**src/tdps_pkg.sv**
```systemverilog
// ----------------------------------------------------------------------------
// tdps_pkg
// widths, setup word type and saturation helper for the depth plane setup
// ----------------------------------------------------------------------------
package tdps_pkg;

    localparam int XY_W   = 16;
    localparam int Z_W    = 24;
    localparam int OUT_W  = 48;
    localparam int DXY_W  = XY_W + 1;
    localparam int DZ_W   = Z_W + 1;
    localparam int PIJ_W  = DXY_W + DZ_W;
    localparam int PK_W   = 2 * DXY_W;
    localparam int N_W    = PIJ_W + 1;
    localparam int K_W    = PK_W + 1;
    localparam int CP_W   = XY_W + N_W;
    localparam int CNUM_W = CP_W + 2;
    localparam int QUOT_W = OUT_W + 1;

    typedef struct packed {
        logic signed [CNUM_W-1:0] cnum;
        logic signed [N_W-1:0]    ni;
        logic signed [N_W-1:0]    nj;
        logic signed [K_W-1:0]    nk;
    } setup_t;

    function automatic logic [OUT_W-1:0] sat48(input logic [QUOT_W-1:0] q,
                                               input logic ovf,
                                               input logic neg);
        logic [OUT_W-1:0] res;
        if (neg)
        begin
            if (ovf || q[QUOT_W-1] || (q[OUT_W-1] && (|q[OUT_W-2:0])))
                res = {1'b1, {(OUT_W-1){1'b0}}};
            else
                res = -q[OUT_W-1:0];
        end
        else
        begin
            if (ovf || q[QUOT_W-1] || q[OUT_W-1])
                res = {1'b0, {(OUT_W-1){1'b1}}};
            else
                res = q[OUT_W-1:0];
        end
        return res;
    endfunction

endpackage

```
**src/tdps_fifo.sv**
```systemverilog
// ----------------------------------------------------------------------------
// tdps_fifo
// two-entry queue of setup words between front and back
// ----------------------------------------------------------------------------
module tdps_fifo
    import tdps_pkg::*;
(
    input  logic   clk,
    input  logic   rst_n,
    input  logic   push,
    input  setup_t push_word,
    output logic   full,
    input  logic   pop,
    output logic   avail,
    output setup_t pop_word
);

    localparam int DEPTH = 2;
    localparam int AW    = $clog2(DEPTH);

    setup_t          mem_reg [DEPTH];
    logic [AW-1:0]   wr_reg, rd_reg;
    logic [AW:0]     cnt_reg;

    assign full     = cnt_reg == (AW+1)'(DEPTH);
    assign avail    = cnt_reg != '0;
    assign pop_word = mem_reg[rd_reg];

    always_ff @(posedge clk or negedge rst_n)
    begin
        if (!rst_n)
        begin
            wr_reg  <= '0;
            rd_reg  <= '0;
            cnt_reg <= '0;
        end
        else
        begin
            if (push)
                wr_reg <= wr_reg + 1'b1;
            if (pop)
                rd_reg <= rd_reg + 1'b1;
            if (push && !pop)
                cnt_reg <= cnt_reg + 1'b1;
            else if (pop && !push)
                cnt_reg <= cnt_reg - 1'b1;
        end
    end

    always_ff @(posedge clk)
    begin
        if (push)
            mem_reg[wr_reg] <= push_word;
    end

endmodule

```
**config.mk**
```make
export PLATFORM = sky130hd
export DESIGN_NAME = tdps_fifo
export DESIGN_NICKNAME = d
export VERILOG_FILES = /design/src/tdps_pkg.sv /design/src/tdps_fifo.sv
export SDC_FILE = /design/constraint.sdc
export NUM_CORES = 1
export LEC_CHECK = 0
export BUFFER_PORTS_ARGS = -buffer_cell sky130_fd_sc_hd__buf_2
export CELL_PAD_IN_SITES_DETAIL_PLACEMENT = 0
export CELL_PAD_IN_SITES_GLOBAL_PLACEMENT = 1
export CORE_MARGIN = 2
export CORE_UTILIZATION = 47
export CTS_CLUSTER_SIZE = 16
export DETAILED_ROUTE_END_ITERATION = 8
export PLACE_DENSITY = 0.88
export SYNTH_ARGS = -nofsm -noshare
export SYNTH_HDL_FRONTEND = slang
export SYNTH_SLANG_ARGS = --single-unit
```
**constraint.sdc**
```tcl
create_clock -name clk -period 15.3 [get_ports clk]
set_input_delay 0.765 -clock clk [delete_from_list [all_inputs] [get_ports clk]]
set_output_delay 0.765 -clock clk [all_outputs]
set_load 0.02 [all_outputs]
```
Yosys cells after proc, flatten, opt, wreduce, memory -nomap -nowiden. Memory sizes are Yosys's and may differ from the RTL's. Index checks and enable logic that the tools add are counted.

$add $sub $neg: 4. Equality and inequality tests: 1. Muxes and demuxes: 4. Reductions and logical operators: 6.

Operators by type and width (count): two-way mux 2 bit (2); nonzero test 2 bit (2); adder 1 bit, second input constant (2); adder 2 x 1 -> 2 bit, second input constant (1); equality test 2 bit, second input constant (1); logical AND 1 bit (2); zero test 1 bit (2); two-way mux 1 bit (2); subtractor 2 x 1 -> 2 bit, second input constant (1).

Register bits: 4. Bits in writable memories: 364. Output and inout bits: 184. Word-level logic and storage cells: 19. Memories: 1.

Memory list: mem_reg (depth 2, bits a word 182, read ports 1, clocked after memory_dff 0, write ports 1, RTL line tdps_fifo.sv:21) `setup_t mem_reg [DEPTH];`.

Longest topological paths before layout.
Depth in word-level cells: 4. Mapped depth: 5. Depth with buffers taken out: 5.

Least setup slack after synthesis. Ideal clock, no wire load.

Path type: in2reg. From: input push. To: memory mem_reg[0][0] (netlist name) (enable). Setup time: 0.749 ns. Arrival time: 8.620 ns. Setup slack: 5.932 ns. Stages on the path: 1. Cells stage by stage: nor2b_1.

Longest elaborated chain between the ends: 2.

RTL lines: from (decl) (RTL line tdps_fifo.sv:10) `input logic push,`; two-way mux 1 bit (RTL line tdps_fifo.sv:52) `if (push)`; two-way mux 1 bit (not written as such) (RTL line tdps_fifo.sv:53) `mem_reg[wr_reg] <= push_word;`; to (decl) (RTL line tdps_fifo.sv:21).

Every way passes these cells.

==> key figures <==
Worst setup path
  • Crit path top cell by count: buf_4
  • Worst R2R Setup Slack: 12.13 ns
  • Arrival time at the worst endpoint: 3.75 ns
  • Largest stage delay, worst path: 0.89 ns
  • Setup crit end kind: output pin
  • Max FO, Critical Path: 66
  • Worst Setup Start Kind: flop
  • CP Class: flop to output pin
  • Top Family by Delay on Critical Path: buffers and inverters
  • CP max-delay cell: dfrtp_4
  • Critical Path RT: 14.53 ns
  • Worst Path Buf+Inv: 3
  • Critical path, cell by cell: buf_4 > buf_4 > mux2_2 > buf_2

Die
  • Die height: 173 um
  • DIE AREA: 0.0299 sq mm
  • Rows: 61
  • Initial core utilization: 47.9%
  • Core Area: 0.0279 sq mm
  • I/O pin total: 370
  • DIE WIDTH: 173 um

Global routing
  • GR met1 Demand/Resource: 20.1%
  • Vias in the first global route: 7148
  • Largest net degree at the start of global routing: 67
  • First-pass GRT wire length: 39600 um
  • Gr busiest metal: met2
  • Met2 usage: 29.2%
  • Gr usage total: 17.2%
  • Global-route met3 utilization: 5.56%
  • Initial antenna violation count: 4
  • Grt ovf: 0

Timing
  • Max-slew violations: 0
  • Min cycle time layout: 4.52 ns
  • Clk_skew: 0.00771 ns
  • Crit share post-route: 29.5%
  • Setup Viol. Count Final: 0
  • Fin. Hold Viols: 0
  • RSZ-0062 raised after global routing: no
  • TNS Setup: 0 ns
  • Slew HR: 40.3%
  • Fmax: 221 MHz
  • Worst-margin pin slew: 0.895 ns

Cells and area
  • Final core occ: 59.9%
  • Max reg flops: 364
  • Layout cells sized above 1: 60.7%
  • Synthesis-to-finish area growth: 25.0%
  • Finished Layout Cells: 1385
  • Fin nets: 1165

Synthesis
  • Seq/Total Area, Yosys: 82.4%
  • Synth Flop Type: edfxtp_1
  • Yosys warnings: 0
  • Post-synthesis register bit count: 368
  • Syn Inst Count: 582
  • Post-synth top cells: edfxtp_1, mux2_2, buf_6
  • Leading area contributor after synthesis: edfxtp_1
  • Syn_nets: 769
  • Most common cell in the synthesized netlist: edfxtp_1
  • Syn avg cell area: 23.0 sq um
  • Number of synthesized flops with an enable pin: 364
  • Post-synth cell types: 13
  • Synth top area cells: edfxtp_1, mux2_2, buf_6, dfrtp_1, xor2_1
  • Post-synth top area share: 81.6%
  • Asr flop ratio synth: 1.09%
  • Mapped Area: 0.0134 sq mm

CTS
  • Worst-path clk slew: 0.05 ns
  • Root Buffer: clkbuf_16
  • CTS tree: yes
  • H-tree Lvls: 2
  • Hold buffer count at CTS: 0
  • # resized after CTS: 0
  • Setup Buffers After CTS: 0
  • Num CTS Buffers: 38
  • Clock sink total: 368
  • Clk buf depth: 3
  • Clk Latency, worst-skew pair: 0.51 ns

Place
  • HPWL Detailed: 17300 um
  • I/O Buffers: 369
  • Placed Cells: 1316
  • Placer Congestion: 0.752

Run status
  • Outcome: finished, final reports clean

Route
  • DR iter-0 viols: 505
  • Final WL: 26200 um
  • Vias per cell: 4.89
  • First-pass DRT Iterations: 4
  • ANT nets after route: 0
  • Via count: 6773
  • Wire length per cell: 18.9 um
  • Number of remaining DRC errors: 0

Power
  • P per Cell Area: 195 mW/mm^2
  • Pleak: 6.29 nW
  • Overall power: 3.26 mW
  • VDD IR max: 0.000152 V

Job
  • # Max-Cap Violations: 0

Min path
  • Worst Hold Class: primary input to async pin
## area by class of cell
cell class / count / area [sq um]
fillers: 2084 / 11200
flip-flops and latches: 368 / 11000
multi-input cells: 193 / 2140
clock inverters: 13 / 143
diodes: 2 / 5.00
clock buffers: 54 / 1030
inverters: 1 / 3.75
well taps: 378 / 473
repair buffers: 376 / 1900
## worst reg2reg max path: cells and delay by family, from the launching register on
kind,cells,cell delay (ns)
simple gates,1,0.71
buf+inv,2,1.59
flops,1,0.42
## placed cells by master (no fill, tap or decap), types with 2 or more instances in the layout
cell type    n
buf_2      369
edfxtp_1   364
mux2_2     182
clkbuf_16   39
clkbuf_1    15
buf_4        7
xor2_1       4
clkinv_1     4
clkinv_2     4
bufinv_16    3
dfrtp_1      3
diode_2      2
## layer usage
layer  wire length (um)  vias to the layer above
met5                 27                        -
met1               9780                     3286
li1                   -                     3121
met3               2280                       66
met2              13200                      296
met4                983                        4
## per-stage QoR
step | worst slack, ns | instance area [sq um] | hold slack, ns
4_1_cts | 10.74 | 16700 | 0.0283
3_3_place_gp | 11.31 | 15600 | 0.472
2_1_floorplan | 5.93 | 13400 | 0.447
3_5_place_dp | 11.29 | 15600 | 0.475
6_report | 10.78 | 16700 | 0.0514
5_1_grt | 10.55 | 16700 | 0.0359
## path summary, 6_finish.rpt
kind	start	endpoint	depth (start not counted)
setup / recovery	rd_reg	pop_word[153]	4
hold / removal	rst_n	cnt_reg[1]	1
setup reg to reg	wr_reg	mem_reg[1][137]	3
hold reg to reg	cnt_reg[1]	cnt_reg[1]	1
max in group asynchronous	rst_n	rd_reg	1
min in group clk	push_word[34]	mem_reg[0][34]	1
## cell families (layout without fill, tap and decap cells)
logic type / count (synthesis) / in the layout / synth area share, %
flops: 368 / 368 / 82.4
mux: 182 / 182 / 15.3
buf+inv: 21 / 444 / 1.66
xor+xnor: 5 / 5 / 0.327
simple gates: 5 / 5 / 0.215
fa+ha+maj: 1 / 1 / 0.0934
other cells: 0 / 2 / 0
## power by group
| group | internal (mW) | leakage (nW) | switching [mW] |
|---|---|---|---|
| sequential | 1.34 | 3.46 | 0.0693 |
| combinational | 0.383 | 2.25 | 0.599 |
| clock | 0.520 | 0.571 | 0.348 |
| total | 2.24 | 6.29 | 1.02 |
Power figures use the tool's default switching activity.
