===== config.mk =====
export PLATFORM = sky130hd
export DESIGN_NAME = tdps_back_flat
export DESIGN_NICKNAME = d
export VERILOG_FILES = /design/src/tdps_pkg.sv /design/src/tdps_if.sv /design/src/tdps_div.sv /design/src/tdps_back.sv /design/src/flat_wrapper.sv
export SDC_FILE = /design/constraint.sdc
export NUM_CORES = 2
export LEC_CHECK = 0
export BUFFER_PORTS_ARGS = -buffer_cell sky130_fd_sc_hd__buf_2
export CAP_MARGIN = 10
export CORE_MARGIN = 5
export CORE_UTILIZATION = 46
export DETAILED_ROUTE_END_ITERATION = 8
export GPL_TIMING_DRIVEN = 0
export PLACE_DENSITY = 0.71
export RECOVER_POWER = 100
export SLEW_MARGIN = 0
export SYNTH_ARGS = -nofsm -noshare
export SYNTH_HDL_FRONTEND = slang
export SYNTH_SLANG_ARGS = --single-unit

===== constraint.sdc =====
create_clock -name clk -period 10.92 [get_ports clk]
set_input_delay 0.546 -clock clk [delete_from_list [all_inputs] [get_ports clk]]
set_output_delay 0.546 -clock clk [all_outputs]
set_load 0.02 [all_outputs]

===== src/tdps_pkg.sv =====
// ----------------------------------------------------------------------------
// tdps_pkg
// widths, setup word type and saturation helper for the depth plane setup
// ----------------------------------------------------------------------------
package tdps_pkg;

    localparam int XY_W   = 16;
    localparam int Z_W    = 24;
    localparam int OUT_W  = 48;
    localparam int DXY_W  = XY_W + 1;
    localparam int DZ_W   = Z_W + 1;
    localparam int PIJ_W  = DXY_W + DZ_W;
    localparam int PK_W   = 2 * DXY_W;
    localparam int N_W    = PIJ_W + 1;
    localparam int K_W    = PK_W + 1;
    localparam int CP_W   = XY_W + N_W;
    localparam int CNUM_W = CP_W + 2;
    localparam int QUOT_W = OUT_W + 1;

    typedef struct packed {
        logic signed [CNUM_W-1:0] cnum;
        logic signed [N_W-1:0]    ni;
        logic signed [N_W-1:0]    nj;
        logic signed [K_W-1:0]    nk;
    } setup_t;

    function automatic logic [OUT_W-1:0] sat48(input logic [QUOT_W-1:0] q,
                                               input logic ovf,
                                               input logic neg);
        logic [OUT_W-1:0] res;
        if (neg)
        begin
            if (ovf || q[QUOT_W-1] || (q[OUT_W-1] && (|q[OUT_W-2:0])))
                res = {1'b1, {(OUT_W-1){1'b0}}};
            else
                res = -q[OUT_W-1:0];
        end
        else
        begin
            if (ovf || q[QUOT_W-1] || q[OUT_W-1])
                res = {1'b0, {(OUT_W-1){1'b1}}};
            else
                res = q[OUT_W-1:0];
        end
        return res;
    endfunction

endpackage


===== src/tdps_if.sv =====


interface tdps_plane_if;
    import tdps_pkg::*;
    logic                    valid;
    logic                    ready;
    logic signed [OUT_W-1:0] plane_offset;
    logic signed [OUT_W-1:0] slope_x;
    logic signed [OUT_W-1:0] slope_y;
    logic                    degenerate;

    modport source (output valid, plane_offset, slope_x, slope_y, degenerate,
                    input ready);
    modport sink (input valid, plane_offset, slope_x, slope_y, degenerate,
                  output ready);
endinterface


===== src/tdps_div.sv =====
// ----------------------------------------------------------------------------
// tdps_div
// restoring divider, one quotient bit per cycle while run is high, with overflow flag
// ----------------------------------------------------------------------------
module tdps_div #(
    parameter int DW = 77,
    parameter int KW = 35,
    parameter int QW = 49
) (
    input  logic          clk,
    input  logic          start,
    input  logic          run,
    input  logic [DW-1:0] dividend,
    input  logic [KW-1:0] divisor,
    output logic [QW-1:0] quot,
    output logic          ovf
);

    localparam int UW = DW - QW;

    logic [KW-1:0]    rem_reg, div_reg;
    logic [QW-1:0]    low_reg, q_reg;
    logic             ovf_reg;
    logic [UW+KW-1:0] upper_ext, div_ext;
    logic [KW:0]      trial;

    assign upper_ext = {{KW{1'b0}}, dividend[DW-1:QW]};
    assign div_ext   = {{UW{1'b0}}, divisor};
    assign trial     = {rem_reg, low_reg[QW-1]};
    assign quot      = q_reg;
    assign ovf       = ovf_reg;

    always_ff @(posedge clk)
    begin
        if (start)
        begin
            rem_reg <= upper_ext[KW-1:0];
            div_reg <= divisor;
            low_reg <= dividend[QW-1:0];
            q_reg   <= '0;
            ovf_reg <= upper_ext >= div_ext;
        end
        else if (run)
        begin
            low_reg <= {low_reg[QW-2:0], 1'b0};
            if (trial >= {1'b0, div_reg})
            begin
                rem_reg <= KW'(trial - {1'b0, div_reg});
                q_reg   <= {q_reg[QW-2:0], 1'b1};
            end
            else
            begin
                rem_reg <= trial[KW-1:0];
                q_reg   <= {q_reg[QW-2:0], 1'b0};
            end
        end
    end

endmodule


===== src/tdps_back.sv =====
// ----------------------------------------------------------------------------
// tdps_back
// three parallel dividers by k, sign and saturation, output register
// ----------------------------------------------------------------------------
module tdps_back
    import tdps_pkg::*;
#(
    parameter int OUT_FRAC_BITS = 24
) (
    input  logic         clk,
    input  logic         rst_n,
    input  logic         avail,
    input  setup_t       pop_word,
    output logic         pop,
    tdps_plane_if.source plane_out
);

    localparam int C_UP = (OUT_FRAC_BITS >= 16) ? OUT_FRAC_BITS - 16 : 0;
    localparam int C_DN = (OUT_FRAC_BITS < 16) ? 16 - OUT_FRAC_BITS : 0;
    localparam int S_UP = (OUT_FRAC_BITS >= 12) ? OUT_FRAC_BITS - 12 : 0;
    localparam int S_DN = (OUT_FRAC_BITS < 12) ? 12 - OUT_FRAC_BITS : 0;
    localparam int DW_C = CNUM_W + 16;
    localparam int DW_S = N_W + 20;
    localparam int CW   = $clog2(QUOT_W);

    localparam logic [1:0] ST_IDLE = 2'd0;
    localparam logic [1:0] ST_RUN  = 2'd1;
    localparam logic [1:0] ST_HOLD = 2'd2;

    logic [1:0]    state_reg, state_next;
    logic [CW-1:0] cnt_reg;
    logic          neg_c_reg, neg_x_reg, neg_y_reg, deg_reg;
    logic          out_valid_reg;
    logic [OUT_W-1:0] off_reg, sx_reg, sy_reg;
    logic          out_deg_reg;
    logic          run, load;

    logic [CNUM_W-1:0] cmag;
    logic [N_W-1:0]    imag, jmag;
    logic [K_W-1:0]    kmag;
    logic [DW_C-1:0]   num_c;
    logic [DW_S-1:0]   num_x, num_y;
    logic [QUOT_W-1:0] q_c, q_x, q_y;
    logic              ovf_c, ovf_x, ovf_y;

    assign cmag  = pop_word.cnum[CNUM_W-1] ? -pop_word.cnum : pop_word.cnum;
    assign imag  = pop_word.ni[N_W-1] ? -pop_word.ni : pop_word.ni;
    assign jmag  = pop_word.nj[N_W-1] ? -pop_word.nj : pop_word.nj;
    assign kmag  = pop_word.nk[K_W-1] ? -pop_word.nk : pop_word.nk;
    assign num_c = (DW_C'(cmag) << C_UP) >> C_DN;
    assign num_x = (DW_S'(imag) << S_UP) >> S_DN;
    assign num_y = (DW_S'(jmag) << S_UP) >> S_DN;

    assign pop  = avail && (state_reg == ST_IDLE);
    assign run  = state_reg == ST_RUN;
    assign load = (state_reg == ST_HOLD) && (!out_valid_reg || plane_out.ready);

    tdps_div #(.DW(DW_C), .KW(K_W), .QW(QUOT_W)) u_div_c (
        .clk(clk), .start(pop), .run(run), .dividend(num_c), .divisor(kmag),
        .quot(q_c), .ovf(ovf_c)
    );

    tdps_div #(.DW(DW_S), .KW(K_W), .QW(QUOT_W)) u_div_x (
        .clk(clk), .start(pop), .run(run), .dividend(num_x), .divisor(kmag),
        .quot(q_x), .ovf(ovf_x)
    );

    tdps_div #(.DW(DW_S), .KW(K_W), .QW(QUOT_W)) u_div_y (
        .clk(clk), .start(pop), .run(run), .dividend(num_y), .divisor(kmag),
        .quot(q_y), .ovf(ovf_y)
    );

    always_comb
    begin
        state_next = state_reg;
        unique case (state_reg)
            ST_IDLE:
            begin
                if (pop)
                    state_next = ST_RUN;
            end
            ST_RUN:
            begin
                if (cnt_reg == CW'(QUOT_W - 1))
                    state_next = ST_HOLD;
            end
            ST_HOLD:
            begin
                if (load)
                    state_next = ST_IDLE;
            end
            default:
            begin
                state_next = ST_IDLE;
            end
        endcase
    end

    always_ff @(posedge clk or negedge rst_n)
    begin
        if (!rst_n)
        begin
            state_reg     <= ST_IDLE;
            cnt_reg       <= '0;
            out_valid_reg <= 1'b0;
        end
        else
        begin
            state_reg <= state_next;
            if (run)
                cnt_reg <= cnt_reg + 1'b1;
            else
                cnt_reg <= '0;
            if (load)
                out_valid_reg <= 1'b1;
            else if (plane_out.ready)
                out_valid_reg <= 1'b0;
        end
    end

    always_ff @(posedge clk)
    begin
        if (pop)
        begin
            neg_c_reg <= pop_word.cnum[CNUM_W-1] != pop_word.nk[K_W-1];
            neg_x_reg <= pop_word.ni[N_W-1] == pop_word.nk[K_W-1];
            neg_y_reg <= pop_word.nj[N_W-1] == pop_word.nk[K_W-1];
            deg_reg   <= pop_word.nk == '0;
        end
        if (load)
        begin
            out_deg_reg <= deg_reg;
            if (deg_reg)
            begin
                off_reg <= '0;
                sx_reg  <= '0;
                sy_reg  <= '0;
            end
            else
            begin
                off_reg <= sat48(q_c, ovf_c, neg_c_reg);
                sx_reg  <= sat48(q_x, ovf_x, neg_x_reg);
                sy_reg  <= sat48(q_y, ovf_y, neg_y_reg);
            end
        end
    end

    assign plane_out.valid        = out_valid_reg;
    assign plane_out.plane_offset = off_reg;
    assign plane_out.slope_x      = sx_reg;
    assign plane_out.slope_y      = sy_reg;
    assign plane_out.degenerate   = out_deg_reg;

    a_cnt_range: assert property (@(posedge clk) disable iff (!rst_n)
        state_reg == ST_RUN |-> cnt_reg <= CW'(QUOT_W - 1))
        else $error("divider step count out of range");

    a_rose_from_hold: assert property (@(posedge clk) disable iff (!rst_n)
        $rose(out_valid_reg) |-> $past(state_reg == ST_HOLD))
        else $error("output word loaded outside hold");

    a_hold_stable: assert property (@(posedge clk) disable iff (!rst_n)
        state_reg == ST_HOLD && $past(state_reg == ST_HOLD) |-> $stable(q_c) && $stable(q_x))
        else $error("quotient moved while held");

    a_deg_zero: assert property (@(posedge clk) disable iff (!rst_n)
        out_valid_reg && out_deg_reg |-> off_reg == '0 && sx_reg == '0 && sy_reg == '0)
        else $error("degenerate word with nonzero plane");

endmodule


===== src/flat_wrapper.sv =====
// flat-port wrapper written by rule: the top's interface ports become plain ports
module tdps_back_flat import tdps_pkg::*;
#(
    parameter int OUT_FRAC_BITS = 24
)
  (clk, rst_n, avail, pop_word, pop, plane_out_valid, plane_out_plane_offset, plane_out_slope_x, plane_out_slope_y, plane_out_degenerate, plane_out_ready);
  tdps_plane_if plane_out_i ();
  input  logic clk;
  input  logic rst_n;
  input  logic avail;
  input  setup_t pop_word;
  output logic pop;
  output wire logic [$bits(plane_out_i.valid)-1:0] plane_out_valid;
  output wire logic [$bits(plane_out_i.plane_offset)-1:0] plane_out_plane_offset;
  output wire logic [$bits(plane_out_i.slope_x)-1:0] plane_out_slope_x;
  output wire logic [$bits(plane_out_i.slope_y)-1:0] plane_out_slope_y;
  output wire logic [$bits(plane_out_i.degenerate)-1:0] plane_out_degenerate;
  input wire logic [$bits(plane_out_i.ready)-1:0] plane_out_ready;
  assign plane_out_valid = plane_out_i.valid;
  assign plane_out_plane_offset = plane_out_i.plane_offset;
  assign plane_out_slope_x = plane_out_i.slope_x;
  assign plane_out_slope_y = plane_out_i.slope_y;
  assign plane_out_degenerate = plane_out_i.degenerate;
  assign plane_out_i.ready = plane_out_ready;
  tdps_back #(.OUT_FRAC_BITS(OUT_FRAC_BITS)) u_core (.clk(clk), .rst_n(rst_n), .avail(avail), .pop_word(pop_word), .pop(pop), .plane_out(plane_out_i));
endmodule

* Word-level counts from Yosys, hierarchy flattened
Cells that the tools add are included.
** Cells by class
- Reductions and logical operators :: 24
- Equal/unequal tests :: 9
- Mux-type cells :: 38
- Magnitude comparators :: 6
- Add/sub/neg operators :: 11
** Operator list (count)
- 2-to-1 mux 48 bit :: 9
- 2-to-1 mux 49 bit :: 6
- negation 48 bit :: 3
- OR reduction 47 bit :: 3
- 2-to-1 mux 35 bit :: 4
- >= comparator 36 x 35 -> 1 bit :: 3
- subtractor 35 bit :: 3
- 2-to-1 mux 43 bit :: 2
- negation 43 bit :: 2
- >= comparator 6 x 35 -> 1 bit :: 2
- 2-to-1 mux 61 bit :: 1
- negation 61 bit :: 1
- 2-to-1 mux 20 bit :: 2
- >= comparator 20 x 35 -> 1 bit :: 1
- zero test 35 bit :: 1
- negation 35 bit :: 1
- 2-to-1 mux 6 bit :: 5
- logical OR 1 bit :: 10
- adder 6 x 1 -> 6 bit, second input constant :: 1
- == test 6 bit, second input constant :: 1
- 2-to-1 mux 2 bit :: 3
- case mux 2 bit (3 select lines) :: 1
- logical AND 1 bit :: 5
- 2-to-1 mux 1 bit :: 5
- other kinds (10) :: 13
** Word-level totals
- Input port bits :: 186
- Word-level logic and storage cells :: 115
- Register bits after elaboration :: 563
- Output and inout bits :: 147

* Logic depth before layout (Yosys ltp)
- Word-level depth :: 5
- Depth in mapped cells :: 19
- Gate-level depth less buffers :: 18

* Hierarchy
A second synthesis with hierarchy kept.
** Unflattened totals
- Cells, all modules :: 4209
- Area total of the unflattened synthesis :: 41039.4 um^2
** By module, submodules not included
- tdps_div at u_core.u_div_x ... :: sequential area each 4374.2 um^2, area an instance 8967.4 um^2, cells an instance 841, instances 2
- tdps_back :: sequential area each 4699.5 um^2, area an instance 13536.7 um^2, cells an instance 1636, instances 1
- tdps_div at u_core.u_div_c :: sequential area each 4514.3 um^2, area an instance 9567.9 um^2, cells an instance 891, instances 1

* Least setup slack after synthesis
Ideal clock, no wire load.
- Kind :: input port to flip-flop
- Start :: input plane_out_ready
- End :: register u_core.out_deg_reg, in the netlist u_core.plane_out.degenerate, enable pin
- Data required time :: 10.252 ns
- Stages :: 2
- Path slack :: 3.192 ns
- Arrival :: 7.060 ns
- Path buffers :: 0
- Setup time :: 0.668 ns
- Path through :: nand2b_1 > nor2b_1
** Between the ends
- Word-level cells in the longest chain between the ends :: 2
** RTL lines
- start, declared :: line flat_wrapper.sv:18 : input wire logic [$bits(plane_out_i.ready)-1:0] plane_out_ready;
- logical OR 1 bit :: line tdps_back.sv:56 : assign load = (state_reg == ST_HOLD) && (!out_valid_reg || plane_out.ready);
- logical AND 1 bit :: line tdps_back.sv:56
- via u_core.load :: line tdps_back.sv:36 : logic run, load;
- end signal, assigned :: line tdps_back.sv:132 : out_deg_reg <= deg_reg;
- end, declared :: line tdps_back.sv:35 : logic out_deg_reg;
The timed path passes the listed nets, and every way through them passes these cells.
A chain may end at the register's enable or synchronous reset.

* Worst setup path in the final report
- Start :: register u_core.u_div_y.q_reg[1], in the netlist u_core.u_div_y.quot[1]
- End :: register u_core.sy_reg[21], in the netlist u_core.plane_out.slope_y[21], data pin
** Between the ends
- Word-level cells in the longest chain between the ends :: 5
- Elaborated cells between the ends (all ways) :: 6
- Those cells by class :: add/sub (1); mux (2); reduce/logical (3)
** RTL lines
- start, declared :: line tdps_div.sv:22 : logic [QW-1:0] low_reg, q_reg;
- start signal, assigned :: line tdps_div.sv:49 : q_reg <= {q_reg[QW-2:0], 1'b1};
- start signal, assigned :: line tdps_div.sv:54 : q_reg <= {q_reg[QW-2:0], 1'b0};
- parallel branches: the longest is 3 deep, another holds negation 48 bit
- 2-to-1 mux 48 bit * :: line tdps_pkg.sv:33 : if (ovf || q[QUOT_W-1] || (q[OUT_W-1] && (|q[OUT_W-2:0])))
- 2-to-1 mux 48 bit * :: line tdps_pkg.sv:31 : if (neg)
- end signal, assigned :: line tdps_back.sv:143 : sy_reg <= sat48(q_y, ovf_y, neg_y_reg);
- end, declared :: line tdps_back.sv:34 : logic [OUT_W-1:0] off_reg, sx_reg, sy_reg;
Every way passes the cells marked *.

==> results by group <==
Run status
  – Status: finished, violations left
  – Failing checks: capacitance limit, slew limit

Synthesis
  – Top cells by area, synth: edfxtp_1 (28%), dfxtp_1 (12%), o21ai_0 (7.0%), nand2_1 (6.9%), ha_1 (5.2%)
  – Yosys cell types: 84
  – Register bit total from synthesis: 563
  – Most used DFF post-synth: edfxtp_1
  – Async set or reset register ratio after synthesis: 0.0160
  – Synthesized area: 35400 um2
  – Synth top cells by count: nand2_1 (654), o21ai_0 (493), edfxtp_1 (334), a21oi_1 (276), nor2_1 (269)
  – Post-synthesis cell count: 4148
  – Synth Net Count: 4483
  – Number of synthesized flops with an enable pin: 334
  – Ys Warns: 0
  – Count leader, synth: nand2_1
  – Yosys top cell by area: edfxtp_1
  – Avg Cell Area, Syn: 8.54 um2
  – Register area share after synthesis: 0.414
  – Post-synth top area share: 0.283

STA
  – Slew @ Worst Pin: 2.78 ns
  – Final period utilization: 0.540
  – Hold Vio Cnt, Final: 0
  – Fmax: 170 MHz
  – Setup TNS: 0 ns
  – Setup-failing EPs final: 0
  – Slew HR: -0.866
  – Skew final: around 0.032 ns
  – Unrepaired setup endpoints after global routing: no
  – Final Max Tran Viols: 254
  – Period minus WS final: 5.89 ns

Layout
  – Design area: 40200 um2
  – Fraction of layout cells with a size suffix above 1: 0.0709
  – Fillers: just over 7000
  – Fin util: 0.527
  – Nets: 4880
  – Layout area overhead: 13.4%
  – Area of the multi-input gates: 19200 um2
  – Reg area: 14700 um2

Power
  – PnR Total Power: 10.4 mW
  – Switching power: 4.32 mW
  – Max IR drop VDD: around 150 uV
  – Internal: 6.07 mW
  – Clk network pwr share: 0.206
  – Cell area power density: 259 nW/um2
  – Gate power share: 0.440
  – Leakage: 15.3 nW
  – Seq pwr share: 0.355
  – Sw Share: 0.416

Worst hold path
  – Worst hold path depth: 3
  – HP Class: in2reg
  – Min-Delay Endpoint: u_core.plane_out.valid$_DFFE_PN0P_
  – Hold path startpoint: plane_out_ready

Floorplan
  – Die area: just over 80000 um2
  – Die width: 288 um
  – Rows: 101
  – Core footprint: 76200 um2
  – Io pins: approximately 330
  – Die Y: roughly 290 um
  – Initial core utilization: 0.465

Critical path
  – Required time of the critical path: 11.37 ns
  – Critical path type: reg2reg
  – Setup crit end kind: flip-flop
  – CP Max Fanout: 10
  – RR Endpoint: u_core.plane_out.slope_y[21]$_SDFFCE_PP0P_
  – Arrival time at the worst endpoint: 6.34 ns
  – Worst r2r src: u_core.u_div_y.quot[1]$_SDFFE_PP0P_
  – Reg2Reg Depth: 13
  – CP startpoint kind: flip-flop
  – R2R setup slack: slightly above 5 ns

Route
  – DRT Pass-1 Iters: 6
  – Initial DRC count: 3354
  – Post-Route WL: 114000 um
  – DR vias/cell: 5.95
  – DRC: 0
  – Wire per inst: 20.2 um
  – Detail Route Antenna Nets: 0
  – Vias: about 33000

Clocking
  – CTS root buffer: clkbuf_16
  – CTS sink count: 563
  – Max clock buf depth: 3
  – CTS tree: built
  – Post-CTS Setup Bufs: 0
  – Clock-pin slew on the worst setup and hold paths: 0.07 ns
  – H-Tree Depth: 2
  – Clk_lat worst skew: roughly 0.65 ns
  – Total CTS buffers: 60

Placed design
  – IO buf count: 327
  – DP HPWL: 86100 um
  – Placed cell areas: 38500 um2
  – Global placer's final weighted congestion: 0.959

Global routing
  – Antenna violations before repair: 6
  – Largest net degree at the start of global routing: 88
  – Global-route usage over all layers: 0.263
  – Global-route wire length before repair: 175000 um
  – Vias in the first global route: approximately 31000
  – Grt ovf: 0

Job
  – Max_cap viols: 7
[worst max-delay path, stage by stage, from the launching register on]
cell	delay (ns)
dfxtp_1	0.34
inv_1	0.10
ha_1	0.19
or3b_1	0.39
or3_1	0.39
or3_1	0.52
nor3_1	0.55
nand3_1	0.20
a211oi_1	1.43
nand2_1	0.54
clkbuf_1	0.42
a31oi_1	0.23
o21ai_0	0.10
a21oi_1	0.28
[power by group through the flow]
stage | clock network (mW) | registers [mW] | logic [mW]
after global routing | 2.25 | 3.76 | 5.07
after detailed placement | 0 | 3.69 | 4.48
after CTS | 2.16 | 3.65 | 4.51
after global placement | 0 | 3.68 | 4.42
after floorplan | 0 | 3.50 | 3.39
final | 2.14 | 3.68 | 4.57
[final cells by class]
type                    count  area share
multi-input cells        3204       0.478
clock inverters            38      0.0101
inverters                 128      0.0120
clock buffers              74      0.0408
diodes                      5    0.000311
plain buffers             253      0.0241
well taps                1030      0.0321
flip-flops and latches    563       0.365
repair buffers            335      0.0375
[worst max-delay path by stage]
stage	start	end	slack, ns	cells past startpoint
2_1_floorplan	plane_out_ready	u_core.plane_out.degenerate$_DFFE_PP_	3.19	2
3_3_place_gp	plane_out_ready	u_core.plane_out.plane_offset[39]$_SDFFCE_PP0P_	0.60	3
3_5_place_dp	pop_word[150]	u_core.u_div_c.ovf$_DFFE_PP_	5.72	17
4_1_cts	u_core.u_div_c.div_reg[29]$_DFFE_PP_	u_core.u_div_y.rem_reg[5]$_DFFE_PP_	6.18	14
5_1_grt	u_core.state_reg[0]$_DFFE_PN0P_	u_core.plane_out.plane_offset[34]$_SDFFCE_PP0P_	4.38	5
6_report	u_core.u_div_y.quot[1]$_SDFFE_PP0P_	u_core.plane_out.slope_y[21]$_SDFFCE_PP0P_	5.03	13
[layer usage]
| layer | track usage | part of all wire | up-vias |
|---|---|---|---|
| met3 | 0.0367 | 0.079 | 238 |
| met4 | 0.0912 | 0.035 | 2 |
| met2 | 0.438 | 0.47 | 1502 |
| li1 | - | - | 15968 |
| met1 | 0.353 | 0.42 | 15770 |
| met5 | 0 | 0.00011 | - |
[what timing repair did]
action	4_1_cts	5_1_grt
hold buffers	1	0
endpoints found under the hold margin	9	0
resized for setup	0	0
[cells in the final DEF, fill, tap and decap left out, drive strengths merged, types with 14 or more instances in the layout]
cell	n
o31ai	74
nand2b	35
inv	129
a31oi	59
clkbuf	476
mux2i	26
a21oi	276
o21a	22
clkinv	20
nor2	271
nand3b	14
or3	77
a21o	88
nor2b	30
and3	14
nand4	35
or4	53
edfxtp	334
o211ai	16
a32oi	24
xnor2	100
buf	185
nand2	655
xor2	172
nor4	37
nor3	116
a311oi	18
o21ai	502
a211oi	43
ha	146
or2	29
nand3	81
dfxtp	220
a221oi	22
o41ai	31
[stage by stage]
| stage | worst slack, ns | hold WS, ns | std cells |
|---|---|---|---|
| final | 5.03 | 0.213 | 5630 |
| after global routing | 4.38 | 0.231 | 5629 |
| after detailed placement | 5.72 | 0.409 | 5511 |
| after global placement | 0.603 | 0.407 | 5505 |
| after CTS | 6.18 | 0.207 | 5624 |
| after floorplan | 3.19 | 0.250 | 4148 |
[logic make-up (layout without fill, tap and decap cells)]
kind of cell | count (synthesis) | count (layout) | share of synthesized area
other cells | 0 | 5 | 0
xor+xnor | 272 | 272 | 0.0672
simple gates | 1497 | 1497 | 0.201
compound gates | 1259 | 1259 | 0.216
mux | 27 | 27 | 0.00766
buf+inv | 381 | 828 | 0.0416
flops | 563 | 563 | 0.414
fa+ha+maj | 149 | 149 | 0.0533
Note: power is estimated with default switching activity, not from simulation.
